==> src/sv/a85_pkg.sv <==
// shared types and constants for the ascii85 stream encoder
package a85_pkg;

    localparam int A85_DIGITS = 5;
    localparam int A85_RECIP_SHIFT = 38;
    localparam int A85_Q_W = 64 - A85_RECIP_SHIFT;
    localparam int A85_Q_AW = 1;
    localparam int A85_Q_DEPTH = 1 << A85_Q_AW;

    localparam logic [6:0] A85_RADIX = 7'd85;
    localparam logic [6:0] A85_OFFSET = 7'd33;
    localparam logic [6:0] A85_ZERO_CHAR = 7'd122;
    localparam logic [31:0] A85_RECIP = 32'hC0C0C0C1;
    localparam logic [2:0] A85_STEPS = 3'd4;
    localparam logic [1:0] A85_FULL_HELD = 2'd3;

    typedef struct packed {
        logic [7:0] data_byte;
        logic       stream_end;
    } t_in_item;

    typedef struct packed {
        logic [6:0] out_char;
        logic       run_last;
        logic       stream_done;
    } t_out_item;

    typedef struct packed {
        logic [31:0] group_value;
        logic [2:0]  last_idx;
        logic        is_z;
        logic        stream_end;
    } t_job;

    typedef struct packed {
        logic full;
        logic empty;
    } t_q_status;

endpackage

==> src/sv/a85_front.sv <==
// front end: packs bytes into groups and queues finished groups
module a85_front (
    input  logic               i_clk,
    input  logic               i_rst_n,
    input  logic               i_in_valid,
    input  a85_pkg::t_in_item  i_in_item,
    output logic               o_in_ready,
    input  a85_pkg::t_q_status i_q_status,
    output logic               o_push,
    output a85_pkg::t_job      o_job
);

    logic [31:0] r_group;
    logic [31:0] n_group;
    logic [1:0]  r_held;
    logic [1:0]  n_held;
    logic [31:0] w_shifted;
    logic [31:0] w_group;
    logic        w_fire;
    logic        w_close;
    logic        w_full_group;

    always_comb begin
        case (r_held)
            2'd0: w_shifted = {i_in_item.data_byte, 24'd0};
            2'd1: w_shifted = {8'd0, i_in_item.data_byte, 16'd0};
            2'd2: w_shifted = {16'd0, i_in_item.data_byte, 8'd0};
            default: w_shifted = {24'd0, i_in_item.data_byte};
        endcase
        w_group      = r_group | w_shifted;
        o_in_ready   = !i_q_status.full;
        w_fire       = i_in_valid && o_in_ready;
        w_full_group = (r_held == a85_pkg::A85_FULL_HELD);
        w_close      = w_full_group || i_in_item.stream_end;
        o_push       = w_fire && w_close;

        o_job.group_value = w_group;
        o_job.is_z        = w_full_group && (w_group == 32'd0);
        o_job.last_idx    = o_job.is_z ? 3'd0 : (3'(r_held) + 3'd1);
        o_job.stream_end  = i_in_item.stream_end;

        n_group = r_group;
        n_held  = r_held;
        if (w_fire) begin
            if (w_close) begin
                n_group = 32'd0;
                n_held  = 2'd0;
            end else begin
                n_group = w_group;
                n_held  = r_held + 2'd1;
            end
        end
    end

    always_ff @(posedge i_clk) begin
        if (!i_rst_n) begin
            r_group <= 32'd0;
            r_held  <= 2'd0;
        end else begin
            r_group <= n_group;
            r_held  <= n_held;
        end
    end

endmodule

==> src/sv/a85_fifo.sv <==
// short group queue between front and back
module a85_fifo (
    input  logic               i_clk,
    input  logic               i_rst_n,
    input  logic               i_push,
    input  a85_pkg::t_job      i_job,
    input  logic               i_pop,
    output a85_pkg::t_job      o_job,
    output a85_pkg::t_q_status o_status
);

    a85_pkg::t_job               r_mem [a85_pkg::A85_Q_DEPTH];
    logic [a85_pkg::A85_Q_AW-1:0] r_wp;
    logic [a85_pkg::A85_Q_AW-1:0] n_wp;
    logic [a85_pkg::A85_Q_AW-1:0] r_rp;
    logic [a85_pkg::A85_Q_AW-1:0] n_rp;
    logic [a85_pkg::A85_Q_AW:0]   r_cnt;
    logic [a85_pkg::A85_Q_AW:0]   n_cnt;

    always_comb begin
        o_job           = r_mem[r_rp];
        o_status.full   = (r_cnt == (a85_pkg::A85_Q_AW + 1)'(a85_pkg::A85_Q_DEPTH));
        o_status.empty  = (r_cnt == '0);
        n_wp  = i_push ? r_wp + 1'b1 : r_wp;
        n_rp  = i_pop ? r_rp + 1'b1 : r_rp;
        n_cnt = r_cnt;
        if (i_push && !i_pop) begin
            n_cnt = r_cnt + 1'b1;
        end else if (i_pop && !i_push) begin
            n_cnt = r_cnt - 1'b1;
        end
    end

    always_ff @(posedge i_clk) begin
        if (i_push) begin
            r_mem[r_wp] <= i_job;
        end
    end

    always_ff @(posedge i_clk) begin
        if (!i_rst_n) begin
            r_wp  <= '0;
            r_rp  <= '0;
            r_cnt <= '0;
        end else begin
            r_wp  <= n_wp;
            r_rp  <= n_rp;
            r_cnt <= n_cnt;
        end
    end

endmodule

==> src/sv/a85_back.sv <==
// back end: base-85 digit conversion and character output register
module a85_back (
    input  logic                i_clk,
    input  logic                i_rst_n,
    input  a85_pkg::t_q_status  i_q_status,
    input  a85_pkg::t_job       i_job,
    output logic                o_pop,
    output logic                o_out_valid,
    input  logic                i_out_ready,
    output a85_pkg::t_out_item  o_out_item
);

    logic        r_cbusy;
    logic        n_cbusy;
    logic [2:0]  r_ccnt;
    logic [2:0]  n_ccnt;
    logic [31:0] r_v;
    logic [31:0] n_v;
    logic [6:0]  r_cd [1:a85_pkg::A85_DIGITS-1];
    logic [6:0]  n_cd [1:a85_pkg::A85_DIGITS-1];
    logic [2:0]  r_clast;
    logic [2:0]  n_clast;
    logic        r_cz;
    logic        n_cz;
    logic        r_cend;
    logic        n_cend;

    logic        r_active;
    logic        n_active;
    logic [6:0]  r_chars [a85_pkg::A85_DIGITS];
    logic [6:0]  n_chars [a85_pkg::A85_DIGITS];
    logic [2:0]  r_left;
    logic [2:0]  n_left;
    logic        r_end;
    logic        n_end;

    logic [63:0]                  w_prod;
    logic [a85_pkg::A85_Q_W-1:0]  w_q;
    logic [6:0]                   w_qm;
    logic [6:0]                   w_rem;
    logic                         w_conv_done;
    logic                         w_em_free;
    logic                         w_handoff;

    always_comb begin
        w_prod = 64'(r_v) * 64'(a85_pkg::A85_RECIP);
        w_q    = w_prod[63:a85_pkg::A85_RECIP_SHIFT];
        // remainder is below 128, so only the low seven bits are needed
        w_qm   = w_q[6:0] * a85_pkg::A85_RADIX;
        w_rem  = r_v[6:0] - w_qm;

        w_conv_done = r_cbusy && (r_cz || (r_ccnt == a85_pkg::A85_STEPS));
        w_em_free   = !r_active || (i_out_ready && (r_left == 3'd0));
        w_handoff   = w_conv_done && w_em_free;
        o_pop       = !i_q_status.empty && (!r_cbusy || w_handoff);

        n_cbusy = r_cbusy;
        n_ccnt  = r_ccnt;
        n_v     = r_v;
        n_cd    = r_cd;
        n_clast = r_clast;
        n_cz    = r_cz;
        n_cend  = r_cend;

        if (r_cbusy && !w_conv_done) begin
            n_v     = 32'(w_q);
            n_cd[1] = w_rem + a85_pkg::A85_OFFSET;
            n_cd[2] = r_cd[1];
            n_cd[3] = r_cd[2];
            n_cd[4] = r_cd[3];
            n_ccnt  = r_ccnt + 3'd1;
        end
        if (w_handoff) begin
            n_cbusy = 1'b0;
        end
        if (o_pop) begin
            n_cbusy = 1'b1;
            n_ccnt  = 3'd0;
            n_v     = i_job.group_value;
            n_clast = i_job.last_idx;
            n_cz    = i_job.is_z;
            n_cend  = i_job.stream_end;
        end

        n_active = r_active;
        n_chars  = r_chars;
        n_left   = r_left;
        n_end    = r_end;

        if (r_active && i_out_ready) begin
            n_chars[0] = r_chars[1];
            n_chars[1] = r_chars[2];
            n_chars[2] = r_chars[3];
            n_chars[3] = r_chars[4];
            n_left     = r_left - 3'd1;
            if (r_left == 3'd0) begin
                n_active = 1'b0;
            end
        end
        if (w_handoff) begin
            n_active   = 1'b1;
            n_chars[0] = r_cz ? a85_pkg::A85_ZERO_CHAR : (r_v[6:0] + a85_pkg::A85_OFFSET);
            n_chars[1] = r_cd[1];
            n_chars[2] = r_cd[2];
            n_chars[3] = r_cd[3];
            n_chars[4] = r_cd[4];
            n_left     = r_cz ? 3'd0 : r_clast;
            n_end      = r_cend;
        end

        o_out_valid            = r_active;
        o_out_item.out_char    = r_chars[0];
        o_out_item.run_last    = (r_left == 3'd0);
        o_out_item.stream_done = (r_left == 3'd0) && r_end;
    end

    always_ff @(posedge i_clk) begin
        r_ccnt  <= n_ccnt;
        r_v     <= n_v;
        r_cd    <= n_cd;
        r_clast <= n_clast;
        r_cz    <= n_cz;
        r_cend  <= n_cend;
        r_chars <= n_chars;
        r_left  <= n_left;
        r_end   <= n_end;
    end

    always_ff @(posedge i_clk) begin
        if (!i_rst_n) begin
            r_cbusy  <= 1'b0;
            r_active <= 1'b0;
        end else begin
            r_cbusy  <= n_cbusy;
            r_active <= n_active;
        end
    end

endmodule

==> src/sv/ascii85_stream_encoder_top.sv <==
// ascii85 stream encoder, one byte in and one character out per transaction
// accepts a byte every cycle while the group queue has room
// a closed group passes through the queue, the digit converter and the output register
// digit conversion does four divides by 85 per group, one a cycle, and none for a z group
// throughput is set by the converter and the output; a group converts while the last is output
// synchronous active-low reset empties the group, queue, converter and output
module ascii85_stream_encoder_top (
    input  logic               i_clk,
    input  logic               i_rst_n,
    input  logic               i_in_valid,
    input  a85_pkg::t_in_item  i_in_item,
    output logic               o_in_ready,
    output logic               o_out_valid,
    input  logic               i_out_ready,
    output a85_pkg::t_out_item o_out_item
);

    logic               w_push;
    logic               w_pop;
    a85_pkg::t_job      w_job_in;
    a85_pkg::t_job      w_job_out;
    a85_pkg::t_q_status w_q_status;

    a85_front u_front (
        .i_clk      (i_clk),
        .i_rst_n    (i_rst_n),
        .i_in_valid (i_in_valid),
        .i_in_item  (i_in_item),
        .o_in_ready (o_in_ready),
        .i_q_status (w_q_status),
        .o_push     (w_push),
        .o_job      (w_job_in)
    );

    a85_fifo u_fifo (
        .i_clk    (i_clk),
        .i_rst_n  (i_rst_n),
        .i_push   (w_push),
        .i_job    (w_job_in),
        .i_pop    (w_pop),
        .o_job    (w_job_out),
        .o_status (w_q_status)
    );

    a85_back u_back (
        .i_clk       (i_clk),
        .i_rst_n     (i_rst_n),
        .i_q_status  (w_q_status),
        .i_job       (w_job_out),
        .o_pop       (w_pop),
        .o_out_valid (o_out_valid),
        .i_out_ready (i_out_ready),
        .o_out_item  (o_out_item)
    );

`ifndef SYNTHESIS
    a_no_push_full: assert property (@(posedge i_clk) disable iff (!i_rst_n)
        w_push |-> !w_q_status.full)
        else $error("group pushed into full queue");

    a_no_pop_empty: assert property (@(posedge i_clk) disable iff (!i_rst_n)
        w_pop |-> !w_q_status.empty)
        else $error("group popped from empty queue");

    a_char_range: assert property (@(posedge i_clk) disable iff (!i_rst_n)
        o_out_valid |-> ((o_out_item.out_char >= 7'd33 && o_out_item.out_char <= 7'd117)
            || o_out_item.out_char == 7'd122))
        else $error("output character out of range");

    a_done_is_last: assert property (@(posedge i_clk) disable iff (!i_rst_n)
        (o_out_valid && o_out_item.stream_done) |-> o_out_item.run_last)
        else $error("stream end not on last character of run");

    a_reset_idle: assert property (@(posedge i_clk)
        !i_rst_n |=> !o_out_valid)
        else $error("output valid after reset");
`endif

endmodule

==> config.mk <==
export PLATFORM = sky130hd
export DESIGN_NAME = ascii85_stream_encoder_top
export DESIGN_NICKNAME = d
export VERILOG_FILES = /design/src/sv/a85_pkg.sv /design/src/sv/a85_front.sv /design/src/sv/a85_fifo.sv /design/src/sv/a85_back.sv /design/src/sv/ascii85_stream_encoder_top.sv
export SDC_FILE = /design/constraint.sdc
export NUM_CORES = 1
export LEC_CHECK = 0
export ABC_CLOCK_PERIOD_IN_PS = 10080
export BUFFER_PORTS_ARGS = -buffer_cell sky130_fd_sc_hd__buf_2
export CAP_MARGIN = 10
export CORE_MARGIN = 2
export CORE_UTILIZATION = 60
export CTS_CLUSTER_SIZE = 40
export DETAILED_ROUTE_END_ITERATION = 16
export PLACE_DENSITY = 0.82
export SYNTH_ARGS = -nofsm -noshare
export SYNTH_HDL_FRONTEND = slang
export SYNTH_SLANG_ARGS = --single-unit
==> constraint.sdc <==
create_clock -name i_clk -period 10.08 [get_ports i_clk]
set_clock_uncertainty 0.15 [all_clocks]
set_input_delay 1.008 -clock i_clk [delete_from_list [all_inputs] [get_ports i_clk]]
set_output_delay 1.008 -clock i_clk [all_outputs]
set_load 0.01 [all_outputs]
### After elaboration in Yosys (flattened, before gate mapping)

Memories as Yosys holds them, arrays and structs flattened. A register that Yosys moved wholly into a read port is not among the register bits.
Index checks and enable logic that the tools add are counted.

| word-level totals | value |
|---|---|
| RAM bits | 74 |
| memories kept | 1 |
| word-level logic and storage cells | 99 |
| flip-flop bits (word level) | 147 |
| output and inout port bits | 11 |
| bits of input ports | 13 |

Memories:

| name | depth | bits a word | read ports | clocked after memory_dff | wr ports | line | text |
|---|---|---|---|---|---|---|---|
| u_fifo.r_mem | 2 | 37 | 1 | 1 | 1 | a85_fifo.sv:12 | `a85_pkg::t_job r_mem [a85_pkg::A85_Q_DEPTH];` |

| cells by class | value |
|---|---|
| equality and inequality tests | 5 |
| muxes and demuxes | 23 |
| add/sub/neg operators | 11 |
| $mul | 2 |
| bitwise logic cells | 1 |
| reductions and logical operators | 33 |

Operators by type and width:

| kind | number |
|---|---|
| 32-bit 2-to-1 mux | 3 |
| 32-bit case mux with 3 select lines | 1 |
| 32-bit by 32-bit multiplier with 64-bit output (second input constant) | 1 |
| 35-bit 2-to-1 mux | 1 |
| 32-bit logical NOT | 1 |
| 32-bit OR | 1 |
| 28-bit 2-to-1 mux | 1 |
| 7-bit by 6-bit adder with 7-bit output (second input constant) | 2 |
| 1-bit logical AND | 12 |
| 3-bit 2-to-1 mux | 4 |
| 2-bit nonzero test | 5 |
| 1-bit 2-to-1 mux | 9 |
| 1-bit logical NOT | 7 |
| 7-bit by 7-bit multiplier with 7-bit output (second input constant) | 1 |
| 7-bit 2-to-1 mux | 1 |
| 7-bit subtractor | 1 |
| 2-bit equality test (second input constant) | 3 |
| 2-bit 2-to-1 mux | 3 |
| 2-bit by 1-bit adder with 2-bit output (second input constant) | 2 |
| 2-bit logical NOT | 2 |
| 1-bit logical OR | 4 |
| 2-bit by 1-bit adder with 3-bit output (second input constant) | 1 |
| 3-bit by 1-bit adder with 3-bit output (second input constant) | 1 |
| 3-bit equality test (second input constant) | 1 |
| other kinds (6) | 7 |

### Depth between registers and ports, before layout

| depth | value |
|---|---|
| word-level depth | 9 |
| gate-level depth with buffers | 34 |
| mapped depth without buffers | 34 |

### By module

From an unflattened synthesis, not the netlist that was laid out.

| second synthesis, totals | value |
|---|---|
| cells, all modules | 1805 |
| area total of the unflattened synthesis | 19829.0 um^2 |

By module, submodules not included:

| module | area an instance (um^2) | cells an instance | times used | seq. area each (um^2) |
|---|---|---|---|---|
| a85_back | 15203.3 | 1479 | 1 | 3223.1 |
| a85_fifo | 2896.5 | 137 | 1 | 2322.2 |
| a85_front | 1729.2 | 189 | 1 | 680.7 |

### Least setup slack after synthesis

Ideal clock, no wire load.

| path | value |
|---|---|
| path kind | register -> register |
| start point | register u_back.r_v[4] |
| end point | register u_back.r_cd[27] (netlist name), data pin |
| slack | 1.490 ns |
| data required time | 9.666 ns |
| arrival time | 8.176 ns |
| buffers on the path | 0 |
| setup time | 0.264 ns |
| period minus slack after synthesis | 8.590 ns |
| cell stages (with the launch flop) | 33 |
| cell sequence | edfxtp_1 ha_1 inv_1 ha_1 inv_1 fa_1 inv_1 fa_1 inv_1 fa_1 fa_1 fa_1 inv_1 ha_1 ha_1 a21o_1 a221o_1 a21oi_1 o31ai_4 a31oi_1 xor2_1 ha_1 inv_1 ha_1 ha_1 fa_1 inv_1 ha_1 a21o_1 a21oi_1 xnor2_1 xnor2_1 xnor2_1 |

| between the ends | value |
|---|---|
| word-level cells in the longest chain between the ends | 4 |

RTL lines:

| what | line | text |
|---|---|---|
| from (decl) | a85_back.sv:17 | `logic [31:0] r_v;` |
| from (signal assigned) | a85_back.sv:119 | `r_v <= n_v;` |
| 32-bit by 32-bit multiplier with 64-bit output | a85_back.sv:46 | `w_prod = 64'(r_v) * 64'(a85_pkg::A85_RECIP);` |
| 7-bit by 7-bit multiplier with 7-bit output | a85_back.sv:49 | `w_qm = w_q[6:0] * a85_pkg::A85_RADIX;` |
| 7-bit subtractor (*) | a85_back.sv:50 | `w_rem = r_v[6:0] - w_qm;` |
| 7-bit by 6-bit adder with 7-bit output (*) | a85_back.sv:67 | `n_cd[1] = w_rem + a85_pkg::A85_OFFSET;` |
| to (signal assigned) | a85_back.sv:120 | `r_cd <= n_cd;` |
| to (decl) | a85_back.sv:19 | `logic [6:0] r_cd [1:a85_pkg::A85_DIGITS-1];` |

Mark *: on every way between the ends. The rest lies on a longest branch, timed or not.
A chain may end at the register's enable or synchronous reset.

### Worst setup path in the final report

Same ends and word-level chain as after synthesis.

==> flow_metrics.tcl <==
set metrics [dict create \
    ios 24 \
    hold_buffers 0 \
    postRouteAntennaNets 0 \
    tns_ns 0 \
    worstHoldPathCells 0 \
    viasPerCell 5.73 \
    clk_pin_slew_ns 0.07 \
    clock_sinks 222 \
    synth_xor_area_share_pct 2.10 \
    core_area_mm2 0.0315 \
    htreeDepth 1 \
    rows 65 \
    slowest_delay_ns 0.76 \
    grt_pass1_vias 13000 \
    synthFlopType "edfxtp_1" \
    final_cell_mix "346 x ha_1, 345 x inv_1, 178 x edfxtp_1" \
    dp_hpwl_um 34600 \
    r2r-start "u_back.r_v[4]" \
    syn_to_final_growth_pct 6.10 \
    worst_pin_slew_ns 1.18 \
    slew_viol_final 0 \
    via_count 12500 \
    drcViolationCount 0 \
    die-width_um 183 \
    cpMaxStageDelayCell "o31ai_1" \
    first_pass_iters 5 \
    syn_inst 1754 \
    cp.arrival_ns 9.59 \
    syn_area_mm2 0.0192 \
    cap_violations 0 \
    hp-class "flop to flop" \
    postPlaceCellArea_mm2 0.0197 \
    yosys.area_share.simple_pct 7.19 \
    ys_seq_area_share_pct 32.5 \
    drive_gt1_share_pct 5.41 \
    yosys.area_share.adder_pct 40.2 \
    slew_headroom_pct 21.4 \
    cp-end-kind "flop" \
    cts.path.max_buffers 3 \
    grt_max_degree 49 \
    final_common_cell "ha_1" \
    synth-async-reset-ratio_pct 0 \
    final-hold-violation-count 0 \
    cts_buffers 22 \
    gp_congestion 1.01 \
    final.setup.worst_slack_ns 0.597 \
    final_util_pct 64.6 \
    io_buffers 23 \
    fillCellCount 2392 \
    yosysTopAreaCell "edfxtp_1" \
    start_util_pct 60.9 \
    critPathMaxFanout 5 \
    cts_tree "built" \
    worstHoldStart "u_back.r_cd[5]" \
    wl_um 42300 \
    min_to "u_back.r_chars[5]" \
    ys_types 60 \
    synth_area_leaders "edfxtp_1 28%, ha_1 23%, fa_1 18%" \
    clk-insertion-delay-late_ns 0.51 \
    root_buffer "clkbuf_16" \
    dieArea_mm2 0.0334 \
    outcome "complete, no violations" \
    crit_type "flop to flop" \
    ctsResizeCount 0 \
    avgSynthCellArea_um2 10.9 \
    wl_per_cell_um 19.4 \
    synth.area.mux_share_pct 1.53 \
    r2r-end "u_back.r_cd[27]" \
    yosysWarnings 0 \
    die_h_um 183 \
    preCtsSetupSlack_ns 0.711 \
    max_freq_ghz 0.105 \
    period_minus_slack_ns 9.48 \
    multi_input_area_mm2 0.0115 \
    synth_nets 2282 \
    setup-violations-final 0 \
    synth-compound-area-share_pct 8.56 \
    reg2reg_slack_ns 0.60 \
    rsz0062_at_grt "no" \
    fin_crit_sh_pct 94.1 \
    grt.overflow.total 0 \
    fin_area_mm2 0.0203 \
    seqCellArea_mm2 0.00623 \
    ys_ff_latch 222 \
    synth_top_cell_area_share_pct 27.9 \
    synth_edf_count 178 \
    grt_pass1_wl_um 68500 \
    dr.first_iter.drc_count 741 \
    antenna_found_initial 0 \
    synth_top_family_by_area "adder cells" \
    critPathRequiredTime_ns 10.19 \
    nets 2288 \
    antennaDiodeCount 0 \
    rr_worst_depth 32 \
    post_cts_buffers 0 \
    gr-usage-all-layers_pct 26.6 \
    start_kind "flop" \
]
-- how the worst max path moves through the flow --
stage / startpoint / to / cells past startpoint
after detailed placement: u_back.r_v[4] / u_back.r_cd[27] / 32
after floorplan: u_back.r_v[4] / u_back.r_cd[27] / 32
final: u_back.r_v[4] / u_back.r_cd[27] / 32
after global placement: u_back.r_v[4] / u_back.r_cd[27] / 31
after global routing: u_back.r_v[5] / u_back.r_cd[27] / 33
after CTS: u_back.r_v[4] / u_back.r_cd[27] / 32
-- critical path, delay by kind of cell, from the launching register on --
family,cells,cell delay (ns)
compound gates,4,1.31
xor+xnor,4,0.73
fa+ha+maj,13,5.47
buf+inv,7,0.42
flops,1,0.49
simple gates,4,0.60
-- logic make-up (layout without fill, tap and decap cells) --
logic type / count (synthesis) / in the layout
XOR/XNOR: 46 / 46
AND/OR/NAND/NOR: 296 / 296
multiplexers: 28 / 28
flip-flops: 222 / 222
buffers and inverters: 395 / 417
AO/OA/AOI/OAI: 252 / 252
adder cells (fa/ha/maj): 515 / 515
-- synthesized netlist by cell type (12+ instances only) --
cell type,number
a211oi_1,16
a21o_1,54
a21oi_1,84
clkbuf_1,36
dfxtp_1,44
edfxtp_1,178
fa_1,169
ha_1,346
inv_1,345
mux2i_1,18
nand2_1,123
nand3_1,16
nor2_1,67
nor2b_1,18
o21ai_0,35
xnor2_1,34
xor2_1,12
-- layout make-up --
cell class / count / share of cell area, %
clock inverters: 8 / 0.301
inverters: 345 / 6.37
multi-input cells: 1137 / 56.3
repair buffers: 32 / 0.898
well taps: 402 / 2.47
flip-flops and latches: 222 / 30.6
clock buffers: 32 / 3.04
-- routing by layer --
layer	up-vias	track usage, %	wire, µm
li1	5906	-	-
met1	6102	35.2	17700
met2	379	44.7	20200
met3	94	4.41	2810
met4	0	9.13	1590
met5	-	0	0
-- state kept, by name, summed over array words and instances (netlist names), 2 cells and up, named ones only --
| register | cells |
|---|---|
| u_back.o_out_item | 7 |
| u_back.r_ccnt | 3 |
| u_back.r_cd | 28 |
| u_back.r_chars | 28 |
| u_back.r_clast | 3 |
| u_back.r_left | 3 |
| u_back.r_v | 32 |
| u_fifo.r_cnt | 2 |
| u_fifo.r_mem | 74 |
| u_front.r_group | 32 |
| u_front.r_held | 2 |
-- stage by stage --
step	std cells	hold WS, ns
3_3_place_gp	2138	0.251
3_5_place_dp	2138	0.255
6_report	2178	0.267
4_1_cts	2178	0.269
2_1_floorplan	1754	0.250
5_1_grt	2178	0.277
Power is left out: the tool's default activity adds up to more than one toggle a clock period on the data nets, which glitch-free logic cannot reach.
